==> config.mk <==
export PLATFORM = sky130hd
export DESIGN_NAME = chunk_peak_dual_envelope_gate_unit
export DESIGN_NICKNAME = d
export VERILOG_FILES = /design/src/design/cpdeg_pkg.sv /design/src/design/cpdeg_mag_lane.sv /design/src/design/cpdeg_env_lane.sv /design/src/design/chunk_peak_dual_envelope_gate_unit.sv
export SDC_FILE = /design/constraint.sdc
export NUM_CORES = 2
export LEC_CHECK = 0
export ABC_AREA = 1
export BUFFER_PORTS_ARGS = -buffer_cell sky130_fd_sc_hd__buf_2
export CAP_MARGIN = 0
export CORE_MARGIN = 2
export CORE_UTILIZATION = 50
export CTS_CLUSTER_DIAMETER = 100
export DETAILED_ROUTE_END_ITERATION = 12
export MAX_ROUTING_LAYER = met4
export PLACE_DENSITY_LB_ADDON = 0.08
export RECOVER_POWER = 25
export SKIP_CTS_REPAIR_TIMING = 1
export SLEW_MARGIN = 20
export SYNTH_ARGS = -nofsm -noshare
export SYNTH_HDL_FRONTEND = slang
export SYNTH_SLANG_ARGS = --single-unit
==> constraint.sdc <==
create_clock -name i_clk -period 11.3 [get_ports i_clk]
set_input_delay 1.13 -clock i_clk [delete_from_list [all_inputs] [get_ports i_clk]]
set_output_delay 1.13 -clock i_clk [all_outputs]
set_load 0.02 [all_outputs]
==> src/design/cpdeg_pkg.sv <==
// shared types, constants and the gate function of the chunk peak dual envelope gate
// no dependencies; imported by every module of the block
package cpdeg_pkg;

    localparam int SAMPLE_W = 16;
    localparam int PEAK_W   = 15;
    localparam int ENV_W    = 23;
    localparam int COEFF_W  = 16;
    localparam int SCALE_W  = 16;
    localparam int CFG_IDX_W = 2;

    localparam logic [PEAK_W-1:0]  PEAK_MAX     = 15'h7FFF;
    localparam logic [ENV_W-1:0]   GATE_OFFSET  = 23'd1049;
    localparam logic [COEFF_W-1:0] ATTACK_RESET = 16'd8000;
    localparam logic [COEFF_W-1:0] HISS_RESET   = 16'd300;
    localparam logic [COEFF_W-1:0] HUM_RESET    = 16'd110;

    typedef enum logic [CFG_IDX_W-1:0] {
        CFG_ATTACK   = 2'd0,
        CFG_HISS_REL = 2'd1,
        CFG_HUM_REL  = 2'd2
    } t_cfg_index;

    typedef struct packed {
        logic signed [SAMPLE_W-1:0] sample_left;
        logic signed [SAMPLE_W-1:0] sample_right;
        logic                       chunk_last;
    } t_in_item;

    typedef struct packed {
        logic [SCALE_W-1:0] hiss_scale;
        logic [SCALE_W-1:0] hum_scale;
    } t_out_item;

    // clamp(4*env - 0.004, 0, 1) in Q0.16
    function automatic logic [SCALE_W-1:0] f_gate(input logic [ENV_W-1:0] env);
        logic [ENV_W:0] x;
        x = {1'b0, env} - {1'b0, GATE_OFFSET} + 24'd2;
        if (env <= GATE_OFFSET) begin
            return '0;
        end else if (|x[ENV_W:SCALE_W+2]) begin
            return '1;
        end else begin
            return x[SCALE_W+1:2];
        end
    endfunction

endpackage

==> src/design/cpdeg_mag_lane.sv <==
// magnitude lane: saturated absolute value of one Q3.12 sample
// depends on cpdeg_pkg
module cpdeg_mag_lane (
    input  logic signed [cpdeg_pkg::SAMPLE_W-1:0] i_sample,
    output logic        [cpdeg_pkg::PEAK_W-1:0]   o_mag
);
    import cpdeg_pkg::*;

    logic [SAMPLE_W-1:0] neg;

    assign neg = SAMPLE_W'(~i_sample + 1'b1);

    always_comb begin
        if (i_sample == 16'sh8000) begin
            o_mag = PEAK_MAX;
        end else if (i_sample[SAMPLE_W-1]) begin
            o_mag = neg[PEAK_W-1:0];
        end else begin
            o_mag = i_sample[PEAK_W-1:0];
        end
    end

endmodule

==> src/design/cpdeg_env_lane.sv <==
// envelope lane: one-pole attack/release follower driven by the chunk peak
// depends on cpdeg_pkg
module cpdeg_env_lane (
    input  logic                           i_clk,
    input  logic                           i_rst_n,
    input  logic                           i_load,
    input  logic [cpdeg_pkg::PEAK_W-1:0]   i_peak,
    input  logic [cpdeg_pkg::COEFF_W-1:0]  i_attack,
    input  logic [cpdeg_pkg::COEFF_W-1:0]  i_release,
    output logic [cpdeg_pkg::ENV_W-1:0]    o_env
);
    import cpdeg_pkg::*;

    localparam int PROD_W = COEFF_W + ENV_W;

    logic [ENV_W-1:0]   r_env;
    logic [ENV_W-1:0]   n_env;
    logic [ENV_W-1:0]   peak20;
    logic               rising;
    logic [ENV_W-1:0]   diff;
    logic [COEFF_W-1:0] coeff;
    logic [PROD_W-1:0]  prod;
    logic [ENV_W-1:0]   step;

    assign peak20 = {i_peak, 8'd0};
    assign rising = peak20 > r_env;
    assign diff   = rising ? (peak20 - r_env) : (r_env - peak20);
    assign coeff  = rising ? i_attack : i_release;
    assign prod   = PROD_W'(coeff) * PROD_W'(diff) + PROD_W'(32768);
    assign step   = prod[PROD_W-1:COEFF_W];
    assign n_env  = rising ? (r_env + step) : (r_env - step);

    always_ff @(posedge i_clk) begin
        if (!i_rst_n) begin
            r_env <= '0;
        end else if (i_load) begin
            r_env <= n_env;
        end
    end

    assign o_env = r_env;

endmodule

==> src/design/chunk_peak_dual_envelope_gate_unit.sv <==
// top level of the chunk peak dual envelope gate: peak lanes, envelope lanes, output stage
// depends on cpdeg_pkg, cpdeg_mag_lane and cpdeg_env_lane
//
// channel  direction  handshake                     payload
// in       to block   i_in_valid / o_in_stall       i_in_data   (t_in_item)
// out      from block o_out_valid / i_out_stall     o_out_data  (t_out_item)
// cfg      to block   i_cfg_valid / o_cfg_ready     i_cfg_index, i_cfg_data
//
// one sample pair per cycle while not stalled; peak lanes and max merge are combinational
// a chunk-last transfer loads r_a_peak and clears r_peak; its result then goes through
// envelope update (one 16x23 multiply per lane), then gate into the output register
// synchronous active-low reset clears peak, envelopes and valid flags, reloads coefficients
// each stage holds while the one after it is full and stalled; o_in_stall follows that chain
module chunk_peak_dual_envelope_gate_unit (
    input  logic                              i_clk,
    input  logic                              i_rst_n,
    input  logic                              i_in_valid,
    output logic                              o_in_stall,
    input  cpdeg_pkg::t_in_item               i_in_data,
    output logic                              o_out_valid,
    input  logic                              i_out_stall,
    output cpdeg_pkg::t_out_item              o_out_data,
    input  logic                              i_cfg_valid,
    output logic                              o_cfg_ready,
    input  logic [cpdeg_pkg::CFG_IDX_W-1:0]   i_cfg_index,
    input  logic [cpdeg_pkg::COEFF_W-1:0]     i_cfg_data
);
    import cpdeg_pkg::*;

    logic [COEFF_W-1:0] r_attack;
    logic [COEFF_W-1:0] r_hiss_rel;
    logic [COEFF_W-1:0] r_hum_rel;

    logic [PEAK_W-1:0]  r_peak;
    logic [PEAK_W-1:0]  r_a_peak;
    logic               r_a_valid;
    logic               r_b_valid;
    logic               r_out_valid;
    t_out_item          r_out_data;

    logic [PEAK_W-1:0]  mag_left;
    logic [PEAK_W-1:0]  mag_right;
    logic [PEAK_W-1:0]  lane_max;
    logic [PEAK_W-1:0]  peak_now;
    logic [ENV_W-1:0]   hiss_env;
    logic [ENV_W-1:0]   hum_env;

    logic out_free;
    logic b_free;
    logic a_free;
    logic a_move;
    logic b_move;
    logic in_xfer;

    // config writes
    assign o_cfg_ready = 1'b1;

    always_ff @(posedge i_clk) begin
        if (!i_rst_n) begin
            r_attack   <= ATTACK_RESET;
            r_hiss_rel <= HISS_RESET;
            r_hum_rel  <= HUM_RESET;
        end else if (i_cfg_valid && o_cfg_ready) begin
            case (i_cfg_index)
                CFG_ATTACK:   r_attack   <= i_cfg_data;
                CFG_HISS_REL: r_hiss_rel <= i_cfg_data;
                CFG_HUM_REL:  r_hum_rel  <= i_cfg_data;
                default: ;
            endcase
        end
    end

    // pipeline flow
    assign out_free   = !r_out_valid || !i_out_stall;
    assign b_free     = !r_b_valid || out_free;
    assign b_move     = r_b_valid && out_free;
    assign a_free     = !r_a_valid || b_free;
    assign a_move     = r_a_valid && b_free;
    assign o_in_stall = !a_free;
    assign in_xfer    = i_in_valid && !o_in_stall;

    // peak lanes and merge
    cpdeg_mag_lane u_mag_left (
        .i_sample (i_in_data.sample_left),
        .o_mag    (mag_left)
    );

    cpdeg_mag_lane u_mag_right (
        .i_sample (i_in_data.sample_right),
        .o_mag    (mag_right)
    );

    assign lane_max = (mag_left > mag_right) ? mag_left : mag_right;
    assign peak_now = (lane_max > r_peak) ? lane_max : r_peak;

    always_ff @(posedge i_clk) begin
        if (!i_rst_n) begin
            r_peak    <= '0;
            r_a_valid <= 1'b0;
        end else begin
            if (in_xfer) begin
                r_peak <= i_in_data.chunk_last ? '0 : peak_now;
            end
            if (in_xfer && i_in_data.chunk_last) begin
                r_a_valid <= 1'b1;
            end else if (a_move) begin
                r_a_valid <= 1'b0;
            end
        end
    end

    always_ff @(posedge i_clk) begin
        if (in_xfer && i_in_data.chunk_last) begin
            r_a_peak <= peak_now;
        end
    end

    // envelope lanes
    cpdeg_env_lane u_env_hiss (
        .i_clk     (i_clk),
        .i_rst_n   (i_rst_n),
        .i_load    (a_move),
        .i_peak    (r_a_peak),
        .i_attack  (r_attack),
        .i_release (r_hiss_rel),
        .o_env     (hiss_env)
    );

    cpdeg_env_lane u_env_hum (
        .i_clk     (i_clk),
        .i_rst_n   (i_rst_n),
        .i_load    (a_move),
        .i_peak    (r_a_peak),
        .i_attack  (r_attack),
        .i_release (r_hum_rel),
        .o_env     (hum_env)
    );

    always_ff @(posedge i_clk) begin
        if (!i_rst_n) begin
            r_b_valid <= 1'b0;
        end else if (a_move) begin
            r_b_valid <= 1'b1;
        end else if (b_move) begin
            r_b_valid <= 1'b0;
        end
    end

    // gate into output register
    always_ff @(posedge i_clk) begin
        if (!i_rst_n) begin
            r_out_valid <= 1'b0;
        end else if (out_free) begin
            r_out_valid <= r_b_valid;
        end
    end

    always_ff @(posedge i_clk) begin
        if (b_move) begin
            r_out_data.hiss_scale <= f_gate(hiss_env);
            r_out_data.hum_scale  <= f_gate(hum_env);
        end
    end

    assign o_out_valid = r_out_valid;
    assign o_out_data  = r_out_data;

    // checks
    a_out_from_env: assert property (@(posedge i_clk) disable iff (!i_rst_n)
        $rose(r_out_valid) |-> $past(r_b_valid))
        else $error("result without envelope update");

    a_peak_restart: assert property (@(posedge i_clk) disable iff (!i_rst_n)
        in_xfer && i_in_data.chunk_last |=> r_peak == '0)
        else $error("peak not restarted after chunk end");

    a_env_hold: assert property (@(posedge i_clk) disable iff (!i_rst_n)
        !a_move |=> $stable(hiss_env) && $stable(hum_env))
        else $error("envelope moved without chunk end");

    a_stall_full: assert property (@(posedge i_clk) disable iff (!i_rst_n)
        o_in_stall |-> r_a_valid && r_b_valid && r_out_valid)
        else $error("input stalled with free stage");

endmodule
# [Yosys cells after proc, flatten, opt, wreduce, memory -nomap -nowiden]
# Index checks and enable logic that the tools add are counted.
[totals] regBits=159 input_bits=56 out_inout_bits=35 word_cells=81
[op_classes] n_addsub=16 mul=2 order_cmp=6 n_eq_ne=4 n_mux=19 n_bitwise=2 reduce_logical=20
[op_table] op="$sub A23 B23 Y23" n=6
[op_table] op="$mux W15" n=7
[op_table] op="$mux W23" n=4
[op_table] op="$add A39 B16 Y39 const B" n=2
[op_table] op="$mul A16 B23 Y39" n=2
[op_table] op="$mux W16" n=4
[op_table] op="$add A24 B2 Y24 const B" n=2
[op_table] op="$sub A23 B11 Y24 const B" n=2
[op_table] op="$add A23 B23 Y23" n=2
[op_table] op="$gt A23 B23 Y1" n=2
[op_table] op="$le A23 B11 Y1 const B" n=2
[op_table] op="$eq A16 B16 Y1 const B" n=2
[op_table] op="$add A15 B1 Y15 const B" n=2
[op_table] op="$gt A15 B15 Y1" n=2
[op_table] op="$not A15 Y15" n=2
[op_table] op="$reduce_or A6 Y1" n=2
[op_table] op="$reduce_and A2 Y1" n=3
[op_table] op="$logic_not A1 Y1" n=5
[op_table] op="$logic_and A1 B1 Y1" n=4
[op_table] op="$mux W1" n=4
[op_table] op="$reduce_bool A2 Y1" n=2
[op_table] op="$logic_or A1 B1 Y1" n=3
[op_table] op="$eq A2 B1 Y1 const B" n=1
[op_table] op="$eq A2 B2 Y1 const B" n=1
[op_table] op="$logic_not A2 Y1" n=1

# [Longest topological paths before layout]
[logic_depth] ltp_word=9 ltp_mapped=66 ltp_nobuf=64

# [By module]
# Synthesis repeated with hierarchy kept, for this count alone.
[hier_totals] cells_unflattened=5698 area_unflattened_um2=41008.1
[by_module_without_submodules] module="cpdeg_env_lane at u_env_hum" instances=1 cells_per_inst=2315 area_per_inst_um2=16712.3
[by_module_without_submodules] module="cpdeg_env_lane at u_env_hiss" instances=1 cells_per_inst=2255 area_per_inst_um2=16465.8
[by_module_without_submodules] module="chunk_peak_dual_envelope_gate_unit" instances=1 cells_per_inst=942 area_per_inst_um2=6851.6
[by_module_without_submodules] module="cpdeg_mag_lane" instances=2 cells_per_inst=93 area_per_inst_um2=489.2

# [Least setup slack after synthesis]
# OpenSTA, ideal clock, no wires.
[synth_timing] path_type="reg2reg" from="register u_env_hum.r_env[0], in the netlist u_env_hum.o_env[0]" to="register u_env_hum.r_env[21], in the netlist u_env_hum.o_env[21]" setup_ns=0.115 arrival_ns=10.267 setup_slack_ns=0.918 stages_incl_launch_ff=56 synth_period_minus_slack_ns=10.382 cell_sequence="dfxtp_1 > buf_2 > inv_1 > clkbuf_1 > ha_1 > nand3_1 > nor2_1 > nand2_1 > nor2_2 > nand3_2 > nand2_2 > buf_2 > inv_2 > or2_0 > o221ai_1 > nand2_1 > o21ai_1 > xor2_1 > [20 not listed] > ha_1 > nand2_1 > nand2_1 > a21oi_1 > o21ai_0 > a21oi_1 > inv_1 > a21oi_1 > o21ai_0 > a21oi_1 > inv_1 > a21oi_1 > o21ai_0 > a31oi_1 > o21ai_0 > xor2_1 > o21ai_0 > inv_1"
[synth_between] elab_chain_len=6
[synth_rtl] item="start: declaration" line="cpdeg_env_lane.sv:16" source="logic [ENV_W-1:0] r_env;"
[synth_rtl] item="start signal: assignment" line="cpdeg_env_lane.sv:37" source="r_env <= n_env;"
[synth_rtl] item="$sub A23 B23 Y23 or $gt A23 B23 Y1 (tied branches)" line="cpdeg_env_lane.sv:27, cpdeg_env_lane.sv:26"
[synth_rtl] item="$mux W23 or $mux W16 (tied branches)" line="cpdeg_env_lane.sv:27, cpdeg_env_lane.sv:28"
[synth_rtl] item="$mul A16 B23 Y39" line="cpdeg_env_lane.sv:29" source="assign prod = PROD_W'(coeff) * PROD_W'(diff) + PROD_W'(32768);"
[synth_rtl] item="$add A39 B16 Y39" line="cpdeg_env_lane.sv:29"
[synth_rtl] item="$sub A23 B23 Y23 or $add A23 B23 Y23 (tied branches)" line="cpdeg_env_lane.sv:31" source="assign n_env = rising ? (r_env + step) : (r_env - step);"
[synth_rtl] item="$mux W23 *" line="cpdeg_env_lane.sv:31"
# Every way passes the cells marked *; elsewhere a longest branch is shown, timed or not.
# A chain may end at the register's enable or synchronous reset.

# [Worst setup path after layout]
[layout_timing] from="register r_a_peak[9]" to="register u_env_hum.r_env[22], in the netlist u_env_hum.o_env[22]"
[layout_between] elab_chain_len=6
[layout_rtl] item="start: declaration" line="chunk_peak_dual_envelope_gate_unit.sv:35" source="logic [PEAK_W-1:0] r_a_peak;"
[layout_rtl] item="start signal: assignment" line="chunk_peak_dual_envelope_gate_unit.sv:114" source="r_a_peak <= peak_now;"
[layout_rtl] item="$sub A23 B23 Y23 or $gt A23 B23 Y1 (tied branches)" line="cpdeg_env_lane.sv:27, cpdeg_env_lane.sv:26"
[layout_rtl] item="$mux W23 or $mux W16 (tied branches)" line="cpdeg_env_lane.sv:27, cpdeg_env_lane.sv:28"
[layout_rtl] item="$mul A16 B23 Y39" line="cpdeg_env_lane.sv:29"
[layout_rtl] item="$add A39 B16 Y39" line="cpdeg_env_lane.sv:29"
[layout_rtl] item="$sub A23 B23 Y23 or $add A23 B23 Y23 (tied branches)" line="cpdeg_env_lane.sv:31"
[layout_rtl] item="$mux W23 *" line="cpdeg_env_lane.sv:31"
# Marked as above.

==> results.py <==
metrics = {
    "logic_synthesis": {
        "synth-seq-cells": 159,
        "yosysUniqueCellTypes": 66,
        "seq_area_frac_synth": 0.0929,
        "synth-edff-count": 47,
        "synthMuxAreaShare": 0,
        "syn-instance-count": 5414,
        "syn-num-nets": 6450,
        "synthArstFlopShare": 0,
        "synth-main-ff-cell": "dfxtp_1",
        "synth_area_leaders": "fa_1, ha_1, inv_1",
        "synth_area_leader_cell": "fa_1",
        "synth_xor_area_frac": 0.0423,
        "ys_warn_count": 0,
        "synth_top_family_by_area": "adder cells",
        "yosysMostFrequentCell": "inv_1",
        "netlist.area_leader.share": 0.298,
        "yosys.area_share.simple": 0.210,
        "synth_area_sq_um": 39300,
        "synth_compound_area_frac": 0.102,
        "synth_common_cells": "inv_1, nand2_1, nor2_1",
        "synth.avg_cell_area_sq_um": 7.26,
        "synth_fa_ha_area_frac": 0.424,
    },
    "die": {
        "std_cell_rows": 102,
        "boundaryPins": 91,
        "die_width_microns": 284,
        "coreArea_sq_um": 77700,
        "initial_core_util": 0.506,
        "die_area_sq_um": 80900,
        "die_y_microns": 284,
    },
    "setup_path": {
        "critical-path-max-stage-delay_ps": 550,
        "required_ps": 11700,
        "crit_fanout": 12,
        "r2r_cells": 56,
        "crit_path_end_kind": "register",
        "cp-start-kind": "register",
        "crit_arrival_ps": 11070,
        "crit_slowest_cell": "fa_1",
        "cp_common_cell": "nand2_1",
        "crit_type": "reg2reg",
    },
    "outcome": {
        "outcome": "complete, but fails checks",
        "violations": "capacitance limit, slew limit",
    },
    "route": {
        "drc_errors": 0,
        "drt_pass1_iterations": 6,
        "wl_microns": 130000,
        "drtAntennaViolNets": 0,
        "routed_via_density": 5.32,
        "num_vias": 35600,
        "wire_per_inst_microns": 19.4,
        "drt_iter0_drc": 2935,
    },
    "clock_network": {
        "cts-htree-levels": 4,
        "cts_tree": "done",
        "cts_root_buffer": "clkbuf_16",
        "cts_buffers": 17,
        "clock-sinks": 159,
        "clk_pin_slew_worst_paths_ps": 90,
        "clock_latency_ps": 500,
        "clockBufferDepth": 2,
    },
    "sta": {
        "setup_viol": 0,
        "slew_viol_final": 89,
        "period_minus_slack_ps": 10680,
        "tightest_slew_ps": 3080,
        "period_share": 0.945,
        "clock_skew_ps": 31.5,
        "hold_violations": 0,
        "fmax_mhz": 93.7,
        "setup_ws_ps": 624,
        "tns_ps": 0,
        "maxSlewHeadroom": -1.05,
    },
    "worst_hold_path": {
        "holdCritPathClass": "reg2reg",
        "hold_depth": 2,
    },
    "global_routing": {
        "grt_usage": 0.337,
        "grt_pass1_vias": 35400,
        "gr-usage-met1": 0.471,
        "grt_max_degree": 84,
        "grt_pass1_wl_microns": 204000,
        "antenna_found_initial": 5,
        "grt.overflow.total": 0,
        "gr-usage-met2": 0.518,
        "use_met3": 0.0621,
        "top_usage_layer": "met2",
    },
    "placed_design": {
        "place_area_sq_um": 42300,
        "port_buffers": 89,
        "place_hpwl_microns": 112000,
        "post-place-ws_ps": 36.4,
        "place_congestion": 1.01,
    },
    "layout": {
        "drive_gt1_frac": 0.102,
        "area_delta_synth_final_pct": 11.1,
        "design_area_sq_um": 43700,
        "finalNetCount": 6672,
    },
    "job": {
        "drv_cap": 2,
    },
}
[critical path: cells and delay by family, from the launching register on]
| family | cells | cell delay [ps] |
|---|---|---|
| adders and majority gates | 9 | 3960 |
| and+or+nand+nor | 21 | 2350 |
| AOI/OAI and AO/OA | 13 | 2100 |
| buffers and inverters | 10 | 910 |
| xor gates and xnor gates | 3 | 780 |
| DFF | 1 | 440 |
[stage by stage]
step	std cells	utilization	hold slack (ps)
finish	6693	0.562	458
CTS	6660	0.551	459
global placement	6628	0.544	439
global route	6693	0.562	478
floorplan	5414	-	429
detailed placement	6628	0.544	443
[metal layers]
layer	up-vias	wire length, microns
li1	17000	-
met1	17400	59400
met2	1136	58000
met3	122	10300
met4	0	2090
met5	-	0
[layout make-up]
cell class | count | area, sq um
Fill cell | 7710 | 34000
Multi-Input combinational cell | 3907 | 31200
Inverter | 1219 | 4600
Sequential cell | 159 | 3670
Timing Repair Buffer | 332 | 2330
Tap cell | 1040 | 1300
Clock buffer | 20 | 447
Clock inverter | 12 | 101
Antenna cell | 4 | 10.0
[cells in the final DEF, fill, tap and decap left out, types with 16 or more instances in the layout]
| cell type | count |
|---|---|
| edfxtp_1 | 47 |
| xor2_1 | 119 |
| ha_1 | 362 |
| nand2_1 | 1031 |
| nor3_1 | 53 |
| nand2_2 | 33 |
| o21a_1 | 16 |
| buf_4 | 231 |
| nand3_1 | 125 |
| nor2_1 | 667 |
| dfxtp_1 | 95 |
| o21ai_1 | 37 |
| a21oi_1 | 273 |
| clkbuf_16 | 17 |
| inv_1 | 1175 |
| buf_2 | 83 |
| nor2_2 | 16 |
| nand4_1 | 19 |
| fa_1 | 579 |
| a31oi_1 | 38 |
| inv_2 | 16 |
| xnor2_1 | 48 |
| o21ai_0 | 237 |
| clkinv_1 | 20 |
| ha_4 | 18 |
| dfxtp_2 | 17 |
| a21oi_2 | 16 |
[cell families after synthesis]
kind of cell	count (synthesis)
and+or+nand+nor	2018
buffers and inverters	1348
adders and majority gates	980
AOI/OAI and AO/OA	724
xor gates and xnor gates	184
DFF	159
other	1
[state kept, by name, indices dropped and copies added, names as in the netlist]
register          flops
u_env_hum.o_env      23
r_attack             16
r_hiss_rel           16
r_b_valid             1
r_a_valid             1
r_peak               15
r_hum_rel            16
r_a_peak             15
o_out_valid           1
o_out_data           32
u_env_hiss.o_env     23
[worst paths after layout]
kind | start | to | slack [ps]
worst min register to register | r_hiss_rel[2] | r_hiss_rel[2] | 460
worst max register to register | r_a_peak[9] | u_env_hum.o_env[22] | 620
worst min-delay path | r_hiss_rel[2] | r_hiss_rel[2] | 460
worst max-delay path | r_a_peak[9] | u_env_hum.o_env[22] | 620
Power is not shown: default switching activity piles up to over one toggle a cycle in this logic, so the estimate is an artifact.
